$ cat src/rtl/brnq_pkg.sv
// ----------------------------------------------------------------------------
// brnq_pkg
// Shared constants and types for the bilinear resize / normalize / quantize block.
// ----------------------------------------------------------------------------
package brnq_pkg;

  localparam int SOURCE_WIDTH  = 256;
  localparam int SOURCE_HEIGHT = 256;
  localparam int DEST_WIDTH    = 224;
  localparam int DEST_HEIGHT   = 224;

  localparam int ADDR_W  = 16;
  localparam int PIX_W   = 24;
  localparam int COORD_W = 24;   // 8 integer bits, 16 fraction bits

  localparam logic [0:0] OP_WRITE   = 1'b0;
  localparam logic [0:0] OP_COMPUTE = 1'b1;

  localparam logic [6:0] QUANT_RESET = 7'd64;

  // floor(u/255) = (u * RECIP_255) >> RECIP_SHIFT for u < 2^23
  localparam logic [23:0] RECIP_255   = 24'd8421505;
  localparam int          RECIP_SHIFT = 31;
  localparam logic [16:0] NORM_OFFSET = 17'd16384;

  typedef struct packed {
    logic [7:0]  i;
    logic [15:0] f;
  } coord_t;

  typedef struct packed {
    logic [PIX_W-1:0] p00;
    logic [PIX_W-1:0] p01;
    logic [PIX_W-1:0] p10;
    logic [PIX_W-1:0] p11;
  } quad_t;

endpackage

$ cat src/rtl/brnq_coord_div.sv
// ----------------------------------------------------------------------------
// brnq_coord_div
// Source coordinate from destination index: division by the destination size
// through a reciprocal multiply, one register stage, clamped to the frame.
// ----------------------------------------------------------------------------
module brnq_coord_div
  import brnq_pkg::*;
(
  input  logic        clk,
  input  logic        rst,
  input  logic        go,
  input  logic [16:0] num_x,
  input  logic [16:0] num_y,
  output logic        done,
  output coord_t      cx,
  output coord_t      cy
);

  // floor(n * 2^15 / DEST) = (n * ceil(2^40 / DEST)) >> 25, exact for n < 2^17
  localparam logic [40:0] RECIP_X =
    41'(((64'd1 << 40) + 64'(DEST_WIDTH) - 64'd1) / 64'(DEST_WIDTH));
  localparam logic [40:0] RECIP_Y =
    41'(((64'd1 << 40) + 64'(DEST_HEIGHT) - 64'd1) / 64'(DEST_HEIGHT));
  localparam logic [32:0] HI_X = 33'((SOURCE_WIDTH - 1) * 65536);
  localparam logic [32:0] HI_Y = 33'((SOURCE_HEIGHT - 1) * 65536);

  logic [57:0] prod_x, prod_y;
  logic [32:0] qx, qy;

  assign prod_x = 58'(num_x) * 58'(RECIP_X);
  assign prod_y = 58'(num_y) * 58'(RECIP_Y);

  always_ff @(posedge clk) begin
    if (rst) begin
      done <= 1'b0;
    end else begin
      done <= go;
    end
  end

  always_ff @(posedge clk) begin
    if (go) begin
      qx <= prod_x[57:25];
      qy <= prod_y[57:25];
    end
  end

  assign cx = (qx > HI_X) ? HI_X[COORD_W-1:0] : qx[COORD_W-1:0];
  assign cy = (qy > HI_Y) ? HI_Y[COORD_W-1:0] : qy[COORD_W-1:0];

endmodule

$ cat config.mk
export PLATFORM = sky130hd
export DESIGN_NAME = brnq_coord_div
export DESIGN_NICKNAME = d
export VERILOG_FILES = /design/src/rtl/brnq_pkg.sv /design/src/rtl/brnq_coord_div.sv
export SDC_FILE = /design/constraint.sdc
export NUM_CORES = 1
export LEC_CHECK = 0
export BUFFER_PORTS_ARGS = -buffer_cell sky130_fd_sc_hd__buf_4
export CAP_MARGIN = 20
export CORE_MARGIN = 2
export CORE_UTILIZATION = 60
export CTS_CLUSTER_DIAMETER = 200
export DETAILED_ROUTE_END_ITERATION = 10
export GPL_TIMING_DRIVEN = 1
export PLACE_DENSITY = 0.86
export SLEW_MARGIN = 15
export SYNTH_ARGS = -nofsm -noshare
export SYNTH_HDL_FRONTEND = slang
export SYNTH_SLANG_ARGS = --single-unit
$ cat constraint.sdc
create_clock -name clk -period 15.2 [get_ports clk]
set_input_delay 0.76 -clock clk [delete_from_list [all_inputs] [get_ports clk]]
set_output_delay 0.76 -clock clk [all_outputs]
set_load 0.02 [all_outputs]
Yosys cells after proc, flatten, opt, wreduce, memory -nomap -nowiden
Index checks and enable logic that the tools add are counted.
{"block": "op_classes", "multipliers": 2, "order_cmp": 2, "muxes": 2}
{"op": "multiplier 17 x 33 -> 50 bit, second input constant", "count": 2}
{"op": "greater-than comparator 25 x 24 -> 1 bit, second input constant", "count": 2}
{"op": "two-way mux 24 bit", "count": 2}
{"block": "totals", "reg_bits": 51, "input_bits": 37, "output_inout_bits": 49, "word_cells": 9}

Longest topological paths before layout
{"block": "logic_depth", "word_depth": 2, "depth_mapped": 19, "ltp_nobuf": 19}

Least setup slack after synthesis
No wires, ideal clock.
{"block": "synth_timing", "path_kind": "input -> register", "startpoint": "input num_y[13]", "endpoint": "register qy[20], data pin", "setup_ns": 0.265, "t_arrival_ns": 5.174, "required_ns": 14.935, "setup_slack_ns": 9.761, "path_stages": 18, "path_buffers": 0, "path_cell_list": "ha_1 -> inv_1 -> fa_1 -> inv_1 -> fa_1 -> inv_1 -> fa_1 -> inv_1 -> fa_1 -> ha_1 -> and4_1 -> and4_1 -> o311a_1 -> a211oi_2 -> o22ai_1 -> a21boi_2 -> o21ai_0 -> xor2_1"}
{"block": "synth_between", "elab_chain_cells": 1}
{"element": "from (decl)", "line": "brnq_coord_div.sv:13", "rtl": "input logic [16:0] num_y,"}
{"element": "multiplier 17 x 33 -> 50 bit", "line": "brnq_coord_div.sv:31", "rtl": "assign prod_y = 58'(num_y) * 58'(RECIP_Y);"}
{"element": "net prod_y[45]", "line": "brnq_coord_div.sv:27", "rtl": "logic [57:0] prod_x, prod_y;"}
{"element": "to (signal assigned)", "line": "brnq_coord_div.sv:44", "rtl": "qy <= prod_y[57:25];"}
{"element": "to (decl)", "line": "brnq_coord_div.sv:28", "rtl": "logic [32:0] qx, qy;"}
The timed path passes the listed nets, and every way through them passes these cells.
A chain may end at the register's enable or synchronous reset.

Worst setup path in the final report
{"block": "layout_timing", "startpoint": "input num_y[16]", "endpoint": "register qy[24], data pin"}
Same word-level chain as after synthesis.

==> impl_results.md <==
- Vias/cell: 5.61
- Data arrival, critical path: 5.72 ns
- Min cycle time layout: 5.69 ns
- Global route overflow: 0
- Final setup violation count: 0
- Kind of end point of the critical path: register
- Setup TNS Final: 0 ns
- Net count of the mapped netlist: 1,382
- Number of optimization iterations in the first detailed-route pass: 5
- Type of the worst min-delay path: in2reg
- Vias in the first global route: 7,553
- Effective utilization at floorplan: 60.9%
- Cell at the slowest stage of the critical path: fa_1
- Cell breakdown of the critical path: buf_4 -> ha_1 -> inv_1 -> fa_1 -> inv_1 -> fa_1 -> inv_1 -> fa_1 -> inv_1 -> fa_1 -> ha_1 -> and4_1 -> and4_1 -> o311a_1 -> a211oi_2 -> o22ai_1 -> a21boi_2 -> o21ai_0 -> xor2_1
- Total wire length after detailed routing: 20,200 um
- PostCTS Resize Cnt: 0
- Count of nets left with antenna violations after detail routing: 0
- Layout cells sized above 1: 11.6%
- Placed inst area: 10,900 um^2
- Overall power of the completed layout: 2190 uW
- Gp weighted congestion: 0.913
- Hold path startpoint: rst
- Maximum number of pins on one net before global-route repair: 52
- Count of buffers added by post-CTS timing repair for setup: 0
- Buffer depth of the longest clock path: 2
- Startpoint Class: primary input
- Synthesized instance count: 987
- Wirelength per Cell: 15.7 um
- Status: complete, no violations
- Final Slew Violations: 0
- Number of placement rows: 47
- Most common cell in the synthesized netlist: ha_1
- Predominant post-synthesis flop cell: edfxtp_1
- Main area contributors after synthesis: ha_1 (30%), fa_1 (23%), edfxtp_1 (15%)
- H-tree depth: 2
- Tightest Pin Transition: 0.792 ns
- Remaining DRCs: 0
- Worst-path fanout max: 4
- Number of synthesized register bits: 51
- First-iteration detailed-routing DRC count: 387
- Kind of critical path: in2reg
- Global-route wire length before repair: 34,400 um
- Slew Limit Headroom: 47.2%
- Final critical-path share of the clock period: 37.4%
- Total die area: 17,700 um^2
- Number of enable flip-flop cells after synthesis: 50
- Max Clk Rate: 176 MHz
- Post-synth top cells: ha_1 (244), inv_1 (198), fa_1 (114)
- Initial antenna violation count: 0
- Max rail drop VDD: 114 uV
- Data required time at the worst endpoint: 15.24 ns
- Ratio of total power to cell area: 199 nW/um^2
- Number of endpoints with negative hold slack in the final report: 0
- CTS Buf Count: 5
- Cell variety after synth: 58
- Antenna Cells: 0
- Root Buffer Master: clkbuf_16
- Area of the mapped netlist: 10,000 um^2
- Fraction of synthesized cell area taken by the top area cell type: 30.5%
- Worst Hold Slack: 0.622 ns
- Leakage dissipation: 0.00581 uW
- Clock sink count: 51
- Die Span Y: 133 um
- Number of buffers inserted by hold repair at cts: 0
- Fin area: 11,000 um^2
- CTS tree: yes
- Critical path launch point: num_y[16]
- I/O pin count: 86
- Post-layout nets: 1,462
- Die Width: 133 um
- Total of warnings raised by yosys: 0
- Placed wire-length estimate: 18,000 um
- Port Buffers: 85
- Sequential element share of the synthesized area: 15.2%
- Largest stage delay on the critical path: 0.59 ns
- GRT Resource Usage Total: 23.8%
- Area inside the core boundary: 16,500 um^2
- Share of flip-flops with an asynchronous set or reset: 0%
- Biggest area consumer among synthesized cells: ha_1
- Clock input transition at the sequential cells of the worst setup and hold paths: 0.07 ns
- Synthesized area divided by synthesized cell count: 10.2 um^2
- Routed vias: 7,231
- RSZ-0062 raised after global routing: no
- Number of max-cap violations: 0
- Area growth syn-to-layout: 9.90%
-- area by class of cell --
cell class,count,area [um^2]
inverters,198,743
repair buffers,85,638
multi-input cells,726,7690
well taps,220,275
clock inverters,2,12.5
flip-flops and latches,51,1520
clock buffers,6,129
fillers,1253,5450
-- stage by stage --
stage | setup slack (ns) | util (%) | std cells
5_1_grt | 9.27 | 66.9 | 1288
3_3_place_gp | 9.37 | 66.0 | 1280
3_5_place_dp | 9.20 | 66.0 | 1280
4_1_cts | 9.51 | 66.9 | 1288
6_report | 9.51 | 66.9 | 1288
2_1_floorplan | 9.76 | - | 987
-- worst paths after layout --
kind      to  slack [ns]  cells after the start
max   qy[24]        9.51                     19
min     done        0.62                      2
-- worst max-delay path, delay by kind of cell --
family / cells / cell delay [ns]
compound gates: 5 / 1.13
xor+xnor: 1 / 0.17
buf+inv: 5 / 0.47
simple gates: 2 / 0.43
fa+ha+maj: 6 / 2.78
-- state kept, by name, summed over array words and instances (netlist names) --
name / cells
qy: 25
done: 1
qx: 25
-- report_power, final --
part | total, uW | internal (uW) | switching (uW)
Sequential | 337 | 306 | 30.5
Clock | 105 | 60.7 | 44.7
Combinational | 1750 | 733 | 1010
-- placed cells by master, fill, tap and decap left out, types with 6 or more instances in the layout --
cell        n
xor2_1     14
nand2_1    34
inv_1     198
o21ai_0    32
and2_1     34
a211oi_1    6
and3_1      7
nor2_1     18
edfxtp_1   50
xnor2_1    21
nor4_1      9
fa_1      114
a31oi_1     6
or2_2      16
a21oi_1    50
nand3_1    13
nor3_1      7
ha_1      244
buf_4      85
a21o_1     23
nand4_1    13
-- kinds of logic (layout without fill, tap and decap cells) --
logic type                 Yosys count  count (layout)  share of synthesized area (%)
buffers and inverters              210             291                           8.04
DFF                                 51              51                           15.2
AOI/OAI and AO/OA                  165             165                           11.3
adders and majority gates          358             358                           53.2
and+or+nand+nor                    168             168                           9.20
xor gates and xnor gates            35              35                           3.06
-- metal layers --
metal | vias up | share of wire, % | track usage, %
met3 | 35 | 4.1 | 2.25
li1 | 3536 | - | -
met4 | 0 | 2.0 | 6.09
met5 | - | 0 | 0
met1 | 3462 | 43 | 30.0
met2 | 198 | 51 | 44.1
Note: power is estimated with default switching activity, not from simulation.
